<file path="src/sv/erc_pkg.sv">
// Shared types and constants for the elevator request controller.
// No dependencies; every other file refers to it by scoped names.
package erc_pkg;

  localparam int FLOOR_COUNT = 4;
  localparam int BTN_TYPES   = 3;
  localparam int REQ_BITS    = FLOOR_COUNT * BTN_TYPES;
  localparam int IDX_W       = $clog2(REQ_BITS);
  localparam int FLOOR_W     = 2;
  localparam int SENSOR_W    = 3;
  localparam int TICK_W      = 20;
  localparam int CFG_IDX_W   = 2;

  // register indexes on the configuration port
  localparam logic [CFG_IDX_W-1:0] CFG_DOOR_OPEN = CFG_IDX_W'(0);
  localparam logic [CFG_IDX_W-1:0] CFG_RECOVER   = CFG_IDX_W'(1);

  localparam logic [TICK_W-1:0] DOOR_OPEN_RESET = TICK_W'(300);
  localparam logic [TICK_W-1:0] RECOVER_RESET   = TICK_W'(300);

  typedef enum logic [3:0] {
    MODE_RCHECK    = 4'd0,
    MODE_RWAIT     = 4'd1,
    MODE_DESCEND   = 4'd2,
    MODE_SCAN      = 4'd3,
    MODE_SERVE     = 4'd4,
    MODE_DOOR_OB1  = 4'd5,
    MODE_DOOR_TIME = 4'd6,
    MODE_DOOR_OB2  = 4'd7,
    MODE_STOP_FLR  = 4'd8,
    MODE_STOP_MID  = 4'd9,
    MODE_STOP_DOOR = 4'd10
  } mode_e;

  typedef enum logic [1:0] {
    DRV_STOP = 2'd0,
    DRV_UP   = 2'd1,
    DRV_DOWN = 2'd2
  } drive_e;

  typedef struct packed {
    logic signed [SENSOR_W-1:0] floor_sensor;
    logic [REQ_BITS-1:0]        call_buttons;
    logic                       stop_pressed;
    logic                       door_blocked;
  } in_word_t;

  typedef struct packed {
    logic [1:0]          motor_drive;
    logic [REQ_BITS-1:0] button_lamps;
    logic [FLOOR_W-1:0]  floor_lamp;
    logic                door_lamp;
    logic                stop_lamp;
  } out_word_t;

  typedef struct packed {
    logic [TICK_W-1:0] door_open_ticks;
    logic [TICK_W-1:0] recover_wait_ticks;
  } cfg_t;

  // request bit lookup; indexes past the request vector read as clear
  function automatic logic req_bit(input logic [REQ_BITS-1:0] vec,
                                   input logic [IDX_W-1:0] idx);
    logic r;
    r = 1'b0;
    if (idx < IDX_W'(REQ_BITS)) begin
      r = vec[idx];
    end
    return r;
  endfunction

endpackage

</file>
<file path="src/sv/erc_ctrl.sv">
// Mode machine, request latch and door/recovery timer of the controller.
// Depends on erc_pkg; steps once for every word presented with step_i high.
module erc_ctrl (
  input  logic              clk_i,
  input  logic              rst_ni,
  input  logic              step_i,
  input  erc_pkg::in_word_t word_i,
  input  erc_pkg::cfg_t     cfg_i,
  output erc_pkg::out_word_t result_o
);

  logic [erc_pkg::REQ_BITS-1:0] pend_q, pend_d, pend_lat;
  logic [erc_pkg::IDX_W-1:0]    scan_q, scan_d, scan_nxt;
  erc_pkg::mode_e               mode_q, mode_d;
  logic [erc_pkg::TICK_W-1:0]   tick_q, tick_d, tick_inc;
  logic [erc_pkg::FLOOR_W-1:0]  shown_q, shown_d;
  logic [erc_pkg::IDX_W-1:0]    served_q, served_d;
  erc_pkg::drive_e              drive_q, drive_d;

  logic                         fl_valid;
  logic [erc_pkg::FLOOR_W-1:0]  fl;
  logic [erc_pkg::IDX_W-1:0]    base;
  logic                         latch_en;
  logic                         in_door;

  assign fl_valid = !word_i.floor_sensor[erc_pkg::SENSOR_W-1] &&
                    (int'(word_i.floor_sensor) < erc_pkg::FLOOR_COUNT);
  assign fl       = fl_valid ? word_i.floor_sensor[erc_pkg::FLOOR_W-1:0] : '0;
  assign base     = erc_pkg::IDX_W'(fl) * erc_pkg::IDX_W'(erc_pkg::BTN_TYPES);
  assign tick_inc = tick_q + erc_pkg::TICK_W'(1);
  assign scan_nxt = (scan_q + erc_pkg::IDX_W'(1) >= erc_pkg::IDX_W'(erc_pkg::REQ_BITS)) ?
                    '0 : scan_q + erc_pkg::IDX_W'(1);

  // buttons latch only in scanning, serving, door and stop-door modes
  assign latch_en = (mode_q >= erc_pkg::MODE_SCAN) && (mode_q != erc_pkg::MODE_STOP_FLR) &&
                    (mode_q != erc_pkg::MODE_STOP_MID);
  assign pend_lat = latch_en ? (pend_q | word_i.call_buttons) : pend_q;

  // next state
  always_comb begin
    pend_d   = pend_q;
    scan_d   = scan_q;
    mode_d   = mode_q;
    tick_d   = tick_q;
    shown_d  = fl_valid ? fl : shown_q;
    served_d = served_q;
    drive_d  = drive_q;
    if (word_i.stop_pressed) begin
      if (mode_q != erc_pkg::MODE_STOP_FLR && mode_q != erc_pkg::MODE_STOP_MID) begin
        pend_d  = '0;
        drive_d = erc_pkg::DRV_STOP;
        mode_d  = fl_valid ? erc_pkg::MODE_STOP_FLR : erc_pkg::MODE_STOP_MID;
      end
    end else begin
      pend_d = pend_lat;
      unique case (mode_q)
        erc_pkg::MODE_RCHECK: begin
          if (fl_valid) begin
            mode_d = erc_pkg::MODE_SCAN;
          end else begin
            tick_d = '0;
            mode_d = erc_pkg::MODE_RWAIT;
          end
        end
        erc_pkg::MODE_RWAIT: begin
          tick_d = tick_inc;
          if (tick_inc >= cfg_i.recover_wait_ticks) begin
            mode_d  = erc_pkg::MODE_DESCEND;
            drive_d = erc_pkg::DRV_DOWN;
          end
        end
        erc_pkg::MODE_DESCEND: begin
          if (fl_valid) begin
            drive_d = erc_pkg::DRV_STOP;
            mode_d  = erc_pkg::MODE_SCAN;
          end else begin
            drive_d = erc_pkg::DRV_DOWN;
          end
        end
        erc_pkg::MODE_SCAN: begin
          drive_d = erc_pkg::DRV_STOP;
          if (!fl_valid) begin
            tick_d = '0;
            mode_d = erc_pkg::MODE_RWAIT;
          end else if (erc_pkg::req_bit(pend_lat, scan_q)) begin
            mode_d = erc_pkg::MODE_SERVE;
          end else begin
            scan_d = scan_nxt;
          end
        end
        erc_pkg::MODE_SERVE: begin
          if (!erc_pkg::req_bit(pend_lat, scan_q)) begin
            scan_d = scan_nxt;
            mode_d = erc_pkg::MODE_SCAN;
          end else if (fl_valid) begin
            if (scan_q < base) begin
              // target below: take hall-down or cab requests on the way
              if (erc_pkg::req_bit(pend_lat, base + erc_pkg::IDX_W'(1))) begin
                served_d = base + erc_pkg::IDX_W'(1);
                drive_d  = erc_pkg::DRV_STOP;
                mode_d   = erc_pkg::MODE_DOOR_OB1;
              end else if (erc_pkg::req_bit(pend_lat, base + erc_pkg::IDX_W'(2))) begin
                served_d = base + erc_pkg::IDX_W'(2);
                drive_d  = erc_pkg::DRV_STOP;
                mode_d   = erc_pkg::MODE_DOOR_OB1;
              end else begin
                drive_d = erc_pkg::DRV_DOWN;
              end
            end else if (scan_q >= base + erc_pkg::IDX_W'(erc_pkg::BTN_TYPES)) begin
              // target above: take hall-up or cab requests on the way
              if (erc_pkg::req_bit(pend_lat, base)) begin
                served_d = base;
                drive_d  = erc_pkg::DRV_STOP;
                mode_d   = erc_pkg::MODE_DOOR_OB1;
              end else if (erc_pkg::req_bit(pend_lat, base + erc_pkg::IDX_W'(2))) begin
                served_d = base + erc_pkg::IDX_W'(2);
                drive_d  = erc_pkg::DRV_STOP;
                mode_d   = erc_pkg::MODE_DOOR_OB1;
              end else begin
                drive_d = erc_pkg::DRV_UP;
              end
            end else begin
              served_d = scan_q;
              drive_d  = erc_pkg::DRV_STOP;
              mode_d   = erc_pkg::MODE_DOOR_OB1;
            end
          end
        end
        erc_pkg::MODE_DOOR_OB1: begin
          if (!word_i.door_blocked) begin
            tick_d = '0;
            mode_d = erc_pkg::MODE_DOOR_TIME;
          end
        end
        erc_pkg::MODE_DOOR_TIME: begin
          tick_d = tick_inc;
          if (tick_inc >= cfg_i.door_open_ticks) begin
            mode_d = erc_pkg::MODE_DOOR_OB2;
          end
        end
        erc_pkg::MODE_DOOR_OB2: begin
          if (!word_i.door_blocked) begin
            pend_d = pend_lat & ~(erc_pkg::REQ_BITS'(1) << served_q);
            mode_d = erc_pkg::MODE_SERVE;
          end
        end
        erc_pkg::MODE_STOP_FLR: begin
          tick_d = '0;
          mode_d = erc_pkg::MODE_STOP_DOOR;
        end
        erc_pkg::MODE_STOP_DOOR: begin
          tick_d = tick_inc;
          if (tick_inc >= cfg_i.door_open_ticks) begin
            mode_d = erc_pkg::MODE_SCAN;
          end
        end
        default: begin
          mode_d = erc_pkg::MODE_SCAN;
        end
      endcase
    end
  end

  // result word, taken from the updated state
  always_comb begin
    in_door = (mode_d == erc_pkg::MODE_DOOR_OB1) || (mode_d == erc_pkg::MODE_DOOR_TIME) ||
              (mode_d == erc_pkg::MODE_DOOR_OB2);
    result_o.motor_drive  = drive_d;
    result_o.button_lamps = in_door ? (pend_d & ~(erc_pkg::REQ_BITS'(1) << served_d)) : pend_d;
    result_o.floor_lamp   = shown_d;
    result_o.door_lamp    = in_door || (mode_d == erc_pkg::MODE_STOP_FLR) ||
                            (mode_d == erc_pkg::MODE_STOP_DOOR);
    result_o.stop_lamp    = word_i.stop_pressed;
  end

  always_ff @(posedge clk_i or negedge rst_ni) begin
    if (!rst_ni) begin
      pend_q   <= '0;
      scan_q   <= '0;
      mode_q   <= erc_pkg::MODE_RCHECK;
      tick_q   <= '0;
      shown_q  <= '0;
      served_q <= '0;
      drive_q  <= erc_pkg::DRV_STOP;
    end else if (step_i) begin
      pend_q   <= pend_d;
      scan_q   <= scan_d;
      mode_q   <= mode_d;
      tick_q   <= tick_d;
      shown_q  <= shown_d;
      served_q <= served_d;
      drive_q  <= drive_d;
    end
  end

endmodule

</file>
<file path="src/sv/erc_out_stage.sv">
// Result register of the controller, holds a word while downstream stalls.
// Depends on erc_pkg.
module erc_out_stage (
  input  logic               clk_i,
  input  logic               rst_ni,
  input  logic               load_i,
  input  erc_pkg::out_word_t word_i,
  input  logic               out_stall_i,
  output logic               out_valid_o,
  output erc_pkg::out_word_t out_word_o
);

  logic               valid_q, valid_d;
  erc_pkg::out_word_t word_q;

  assign valid_d = load_i || (valid_q && out_stall_i);

  always_ff @(posedge clk_i or negedge rst_ni) begin
    if (!rst_ni) begin
      valid_q <= 1'b0;
    end else begin
      valid_q <= valid_d;
    end
  end

  always_ff @(posedge clk_i) begin
    if (load_i) begin
      word_q <= word_i;
    end
  end

  assign out_valid_o = valid_q;
  assign out_word_o  = word_q;

endmodule

</file>
<file path="src/sv/elevator_request_controller.sv">
// Top level of the elevator request controller: input register, settings
// registers, mode machine and result register. Depends on erc_pkg, erc_ctrl
// and erc_out_stage.
//
//   channel   direction  handshake             payload
//   in        sink       in_valid_i/in_stall_o  in_word_i  (erc_pkg::in_word_t)
//   out       source     out_valid_o/out_stall_i out_word_o (erc_pkg::out_word_t)
//   cfg       sink       cfg_valid_i/cfg_ready_o cfg_index_i, cfg_data_i
//
// One poll word per clock while the output is not stalled. A word accepted
// into the input register is processed by the mode logic in erc_ctrl and
// lands in the result register once that register is free or draining; the
// input register can accept a new word as it does so.
// Reset puts the car in the recovery check with no requests and both timers at
// 300 polls. The input side stalls only when the input register is full and the
// result register is held by a downstream stall.
module elevator_request_controller (
  input  logic                          clk_i,
  input  logic                          rst_ni,
  input  logic                          in_valid_i,
  output logic                          in_stall_o,
  input  erc_pkg::in_word_t             in_word_i,
  output logic                          out_valid_o,
  input  logic                          out_stall_i,
  output erc_pkg::out_word_t            out_word_o,
  input  logic                          cfg_valid_i,
  output logic                          cfg_ready_o,
  input  logic [erc_pkg::CFG_IDX_W-1:0] cfg_index_i,
  input  logic [erc_pkg::TICK_W-1:0]    cfg_data_i
);

  logic               in_valid_q, in_valid_d;
  erc_pkg::in_word_t  in_word_q;
  logic               in_take;
  logic               step;
  erc_pkg::cfg_t      cfg_q, cfg_d;
  erc_pkg::out_word_t result;

  // advance the held word when the result register is free or draining
  assign step       = in_valid_q && (!out_valid_o || !out_stall_i);
  assign in_stall_o = in_valid_q && out_valid_o && out_stall_i;
  assign in_take    = in_valid_i && !in_stall_o;
  assign in_valid_d = in_take || (in_valid_q && !step);

  always_ff @(posedge clk_i or negedge rst_ni) begin
    if (!rst_ni) begin
      in_valid_q <= 1'b0;
    end else begin
      in_valid_q <= in_valid_d;
    end
  end

  always_ff @(posedge clk_i) begin
    if (in_take) begin
      in_word_q <= in_word_i;
    end
  end

  // settings registers, always ready; unknown indexes are dropped
  assign cfg_ready_o = 1'b1;

  always_comb begin
    cfg_d = cfg_q;
    if (cfg_valid_i) begin
      unique case (cfg_index_i)
        erc_pkg::CFG_DOOR_OPEN: cfg_d.door_open_ticks    = cfg_data_i;
        erc_pkg::CFG_RECOVER:   cfg_d.recover_wait_ticks = cfg_data_i;
        default: ;
      endcase
    end
  end

  always_ff @(posedge clk_i or negedge rst_ni) begin
    if (!rst_ni) begin
      cfg_q.door_open_ticks    <= erc_pkg::DOOR_OPEN_RESET;
      cfg_q.recover_wait_ticks <= erc_pkg::RECOVER_RESET;
    end else begin
      cfg_q <= cfg_d;
    end
  end

  erc_ctrl u_ctrl (
    .clk_i    (clk_i),
    .rst_ni   (rst_ni),
    .step_i   (step),
    .word_i   (in_word_q),
    .cfg_i    (cfg_q),
    .result_o (result)
  );

  erc_out_stage u_out (
    .clk_i       (clk_i),
    .rst_ni      (rst_ni),
    .load_i      (step),
    .word_i      (result),
    .out_stall_i (out_stall_i),
    .out_valid_o (out_valid_o),
    .out_word_o  (out_word_o)
  );

endmodule

</file>
<file path="config.mk">
export PLATFORM = sky130hd
export DESIGN_NAME = elevator_request_controller
export DESIGN_NICKNAME = d
export VERILOG_FILES = /design/src/sv/erc_pkg.sv /design/src/sv/erc_ctrl.sv /design/src/sv/erc_out_stage.sv /design/src/sv/elevator_request_controller.sv
export SDC_FILE = /design/constraint.sdc
export NUM_CORES = 1
export LEC_CHECK = 0
export ABC_AREA = 0
export BUFFER_PORTS_ARGS = -buffer_cell sky130_fd_sc_hd__buf_2
export CAP_MARGIN = 10
export CORE_MARGIN = 3
export CORE_UTILIZATION = 38
export CTS_BUF_LIST = sky130_fd_sc_hd__clkbuf_8
export DETAILED_ROUTE_END_ITERATION = 10
export SYNTH_ARGS = -nofsm -noshare
export SYNTH_HDL_FRONTEND = slang
export SYNTH_SLANG_ARGS = --single-unit
</file>
<file path="constraint.sdc">
create_clock -name clk_i -period 4.8 [get_ports clk_i]
set_clock_uncertainty 0.1 [all_clocks]
set_input_delay 0.96 -clock clk_i [delete_from_list [all_inputs] [get_ports clk_i]]
set_output_delay 0.96 -clock clk_i [all_outputs]
set_load 0.02 [all_outputs]
</file>
==> flow_summary_export.csv <==
group,metric,value,unit
status,status,"completed",
critical_path,worstPathRequired,4.99,ns
critical_path,critPathKind,"reg -> reg",
clock_network,cts_buffer_depth,2,
timing,setup_viol,0,
floorplan,die_y,153,um
power_and_ir_drop,p_clk_frac,0.236,
power_and_ir_drop,intPower,0.00231,W
synth,avgSynthCellArea,9.28,um^2
synth,synth-edff-count,35,
floorplan,ioPinCount,65,
timing,min_period,4.50,ns
timing,slew_headroom,0.270,
worst_hold_path,hold_start,"cfg_q[19]",
floorplan,die_area,23400,um^2
power_and_ir_drop,vdd_drop_max,0.184,mV
critical_path,crit_slowest_cell,"a2111o_1",
routing,drt_iter0_markers,748,
global_routing,grt_max_degree,68,
synth,ys_top_cells_by_area,"dfrtp_1 25%, edfxtp_1 13%, ha_1 8.2%, o21ai_0 4.7%, nand2_1 4.4%",
synth,synthFlopType,"dfrtp_1",
critical_path,arrival,4.69,ns
power_and_ir_drop,power.switching,0.00163,W
synth,synth_top_cell_by_area,"dfrtp_1",
routing,maxUsedRoutingLayer,"met4",
clock_network,clock-sinks,125,
critical_path,timing.critical_path.mode_cell,"and3_1",
synth,yosysSeqAreaShare,0.403,
placed_design,port_buffers,63,
synth,synthesis.area,8210,um^2
floorplan,core_area,21200,um^2
placed_design,placed_cell_area,8820,um^2
critical_path,crit_path_start_kind,"flip-flop",
finish,post-route-cell-area,9290,um^2
finish,nets,1047,
power_and_ir_drop,power.leakage,4.03,nW
synth,yosys.area.top_type_share,0.250,
routing,drcViolationCount,0,
synth,synth.net_count,983,
finish,fillers,2068,
clock_network,clk_pin_slew,0.08,ns
clock_network,tritoncts,"built",
timing,drv_slew,0,
synth,syn-instance-count,885,
routing,wl_met3,1.41,mm
finish,drive_gt1_frac,0.211,
timing,hold_violations,0,
synth,ys_ff_latch,125,
timing,finalCritPeriodShare,0.937,
global_routing,grt_pass1_vias,6669,
critical_path,r2r-start,"u_ctrl.tick_q[0]",
clock_network,cts_buffers,17,
power_and_ir_drop,p_sw_frac,0.414,
critical_path,cp-end-kind,"flip-flop",
routing,drt-wirelength-per-cell,18.0,um
synth,ys_types,87,
global_routing,grt.total_usage,0.191,
routing,vias,7022,
critical_path,startpoint,"u_ctrl.tick_q[0]",
timing,tightestPinTransition,1.09,ns
critical_path,cpPeakStageDelay,0.45,ns
timing,fmax,0.222,GHz
routing,dr.pass1.iters,5,
clock_network,htreeDepth,4,
floorplan,rows,53,
synth,synthArstFlopShare,0.720,
routing,viasPerCell,5.68,
floorplan,die_width,153,um
placed_design,hpwl,16.2,mm
routing,routed_wl,22.2,mm
routing,ant_nets,0,
global_routing,grt_pass1_wl,36.0,mm
clock_network,clk_latency,0.46,ns
finish,layout_commonest_cell,"nand2_1",
floorplan,initial_core_util,0.388,
finish,antenna_cells,0,
global_routing,overflow,0,
power_and_ir_drop,pwr_density_cell,425,nW/um^2
placed_design,gp_congestion,0.943,
finish,final_util,0.439,
critical_path,cp_max_fo,6,
global_routing,antenna_found_initial,0,
critical_path,path_cells,"and3_1, and3_1, and3_1, and3_2, and3_2, and2_4, nand2_1, xnor2_2, ha_1, a211oi_1, o21ai_1, a211oi_2, a21oi_1, a2111o_1, a211oi_4, buf_12, nor4_4, buf_4, a31oi_1",
synth,synth_warnings,0,
power_and_ir_drop,p_seq_frac,0.380,
finish,area.growth.synth_to_final,13.1,%
routing,wl_met2,9.51,mm
worst_hold_path,hold_path_class,"reg -> reg",
run,cap_viol_max_count,0,
finish,final_cell_mix,"96 x nand2_1, 81 x dfrtp_1, 75 x o21ai_0",
power_and_ir_drop,power,0.00395,W
routing,drt-met1-wl,11.0,mm
power_and_ir_drop,p_comb_frac,0.384,
clock_network,ctsRootBufferMaster,"clkbuf_8",
metrics by stage:
stage	cells	hold WS, ns	setup TNS (ns)	worst slack, ns
global placement	1202	0.385	0	0.182
global route	1237	0.424	-0.00982	-0.00982
CTS	1235	0.409	0	0.00266
floorplan	885	0.324	0	0.772
detailed placement	1202	0.393	-0.00606	-0.00606
finish	1237	0.409	0	0.303
cells in the mapped netlist, types with 4 or more instances:
cell      number
o21ai_1        7
a21o_1         8
nor4_1         4
a31oi_1       14
edfxtp_1      35
o211ai_2       6
nor2b_1        5
o22ai_1        8
a211oi_1      12
nand2b_1      16
inv_1         53
inv_2          5
a32oi_1        4
or3_1          5
xor2_1        10
nand4_1       16
o211ai_1       7
a32o_1         8
o21a_1         6
nor2_1        49
and3_1        11
o21ai_2        4
dfstp_2        8
clkbuf_1      31
and2_1         4
dfrtp_1       82
o21ai_0       77
mux2_2        25
buf_6          7
nand3_1       38
xnor2_1        9
nand2_1       96
nor3_1        18
o31ai_1        9
a21oi_1       61
ha_1          54
cell type report:
class                           instances  area (um^2)  area share
Sequential cell                       125         3310       0.357
Inverter                               60          225      0.0242
Clock buffer                           20          275      0.0296
Tap cell                              275          344      0.0370
Multi-Input combinational cell        657         4510       0.485
Timing Repair Buffer                   88          518      0.0557
Clock inverter                         12          108      0.0116
power groups by stage:
stage / Sequential, W / Clock, W / Combinational (W)
floorplan: 0.00144 / 0 / 0.00110
global route: 0.00152 / 0.000998 / 0.00169
detailed placement: 0.00151 / 0 / 0.00147
CTS: 0.00149 / 0.000951 / 0.00149
global placement: 0.00151 / 0 / 0.00147
finish: 0.00150 / 0.000931 / 0.00152
state kept, by name, indices dropped and copies added, names as in the netlist:
| register | count |
|---|---|
| u_out.out_word_o | 18 |
| u_ctrl.scan_q | 4 |
| u_out.out_valid_o | 1 |
| u_ctrl.drive_q | 2 |
| in_word_q | 17 |
| cfg_q | 40 |
| u_ctrl.served_q | 4 |
| u_ctrl.tick_q | 20 |
| u_ctrl.shown_q | 2 |
| u_ctrl.pend_q | 12 |
| u_ctrl.mode_q | 4 |
| in_valid_q | 1 |
repair_timing:
item                                    CTS  global route
endpoints found under the setup margin    4            13
resized for setup                         2            14
hold buffers                              0             0
setup buffers                             1             2
pin swaps                                 1             3
critical path, delay by kind of cell, from the launching register on:
family                     cells  cell delay (ns)
AOI/OAI and AO/OA              7             1.61
xor gates and xnor gates       1             0.15
and+or+nand+nor                8             1.38
adders and majority gates      1             0.30
DFF                            1             0.44
buffers and inverters          2             0.35
cells by family (layout without fill, tap and decap cells):
group | count (synthesis) | in the layout | synth area share
and+or+nand+nor | 282 | 282 | 0.173
AOI/OAI and AO/OA | 275 | 275 | 0.230
DFF | 125 | 125 | 0.403
buffers and inverters | 103 | 180 | 0.0547
adders and majority gates | 54 | 54 | 0.0823
muxes | 26 | 26 | 0.0355
xor gates and xnor gates | 19 | 19 | 0.0203
other | 1 | 1 | 0.000457
worst paths after layout:
| check | endpoint | slack, ns | cells past startpoint |
|---|---|---|---|
| worst max-delay path | u_out.out_word_o[11] | 0.30 | 19 |
| worst min-delay path | cfg_q[19] | 0.41 | 1 |
| worst max register to register | u_out.out_word_o[11] | 0.30 | 19 |
| worst min register to register | cfg_q[19] | 0.41 | 1 |
| max in group asynchronous | u_ctrl.tick_q[15] | 3.23 | 2 |
| min in group asynchronous | u_ctrl.shown_q[1] | 0.49 | 1 |
per-layer routing:
| metal | vias up | GRT usage |
|---|---|---|
| met5 | - | 0 |
| met2 | 245 | 0.280 |
| met3 | 23 | 0.0445 |
| met4 | 0 | 0.0509 |
| li1 | 3402 | - |
| met1 | 3352 | 0.283 |
(Power assumes the default switching activity.)
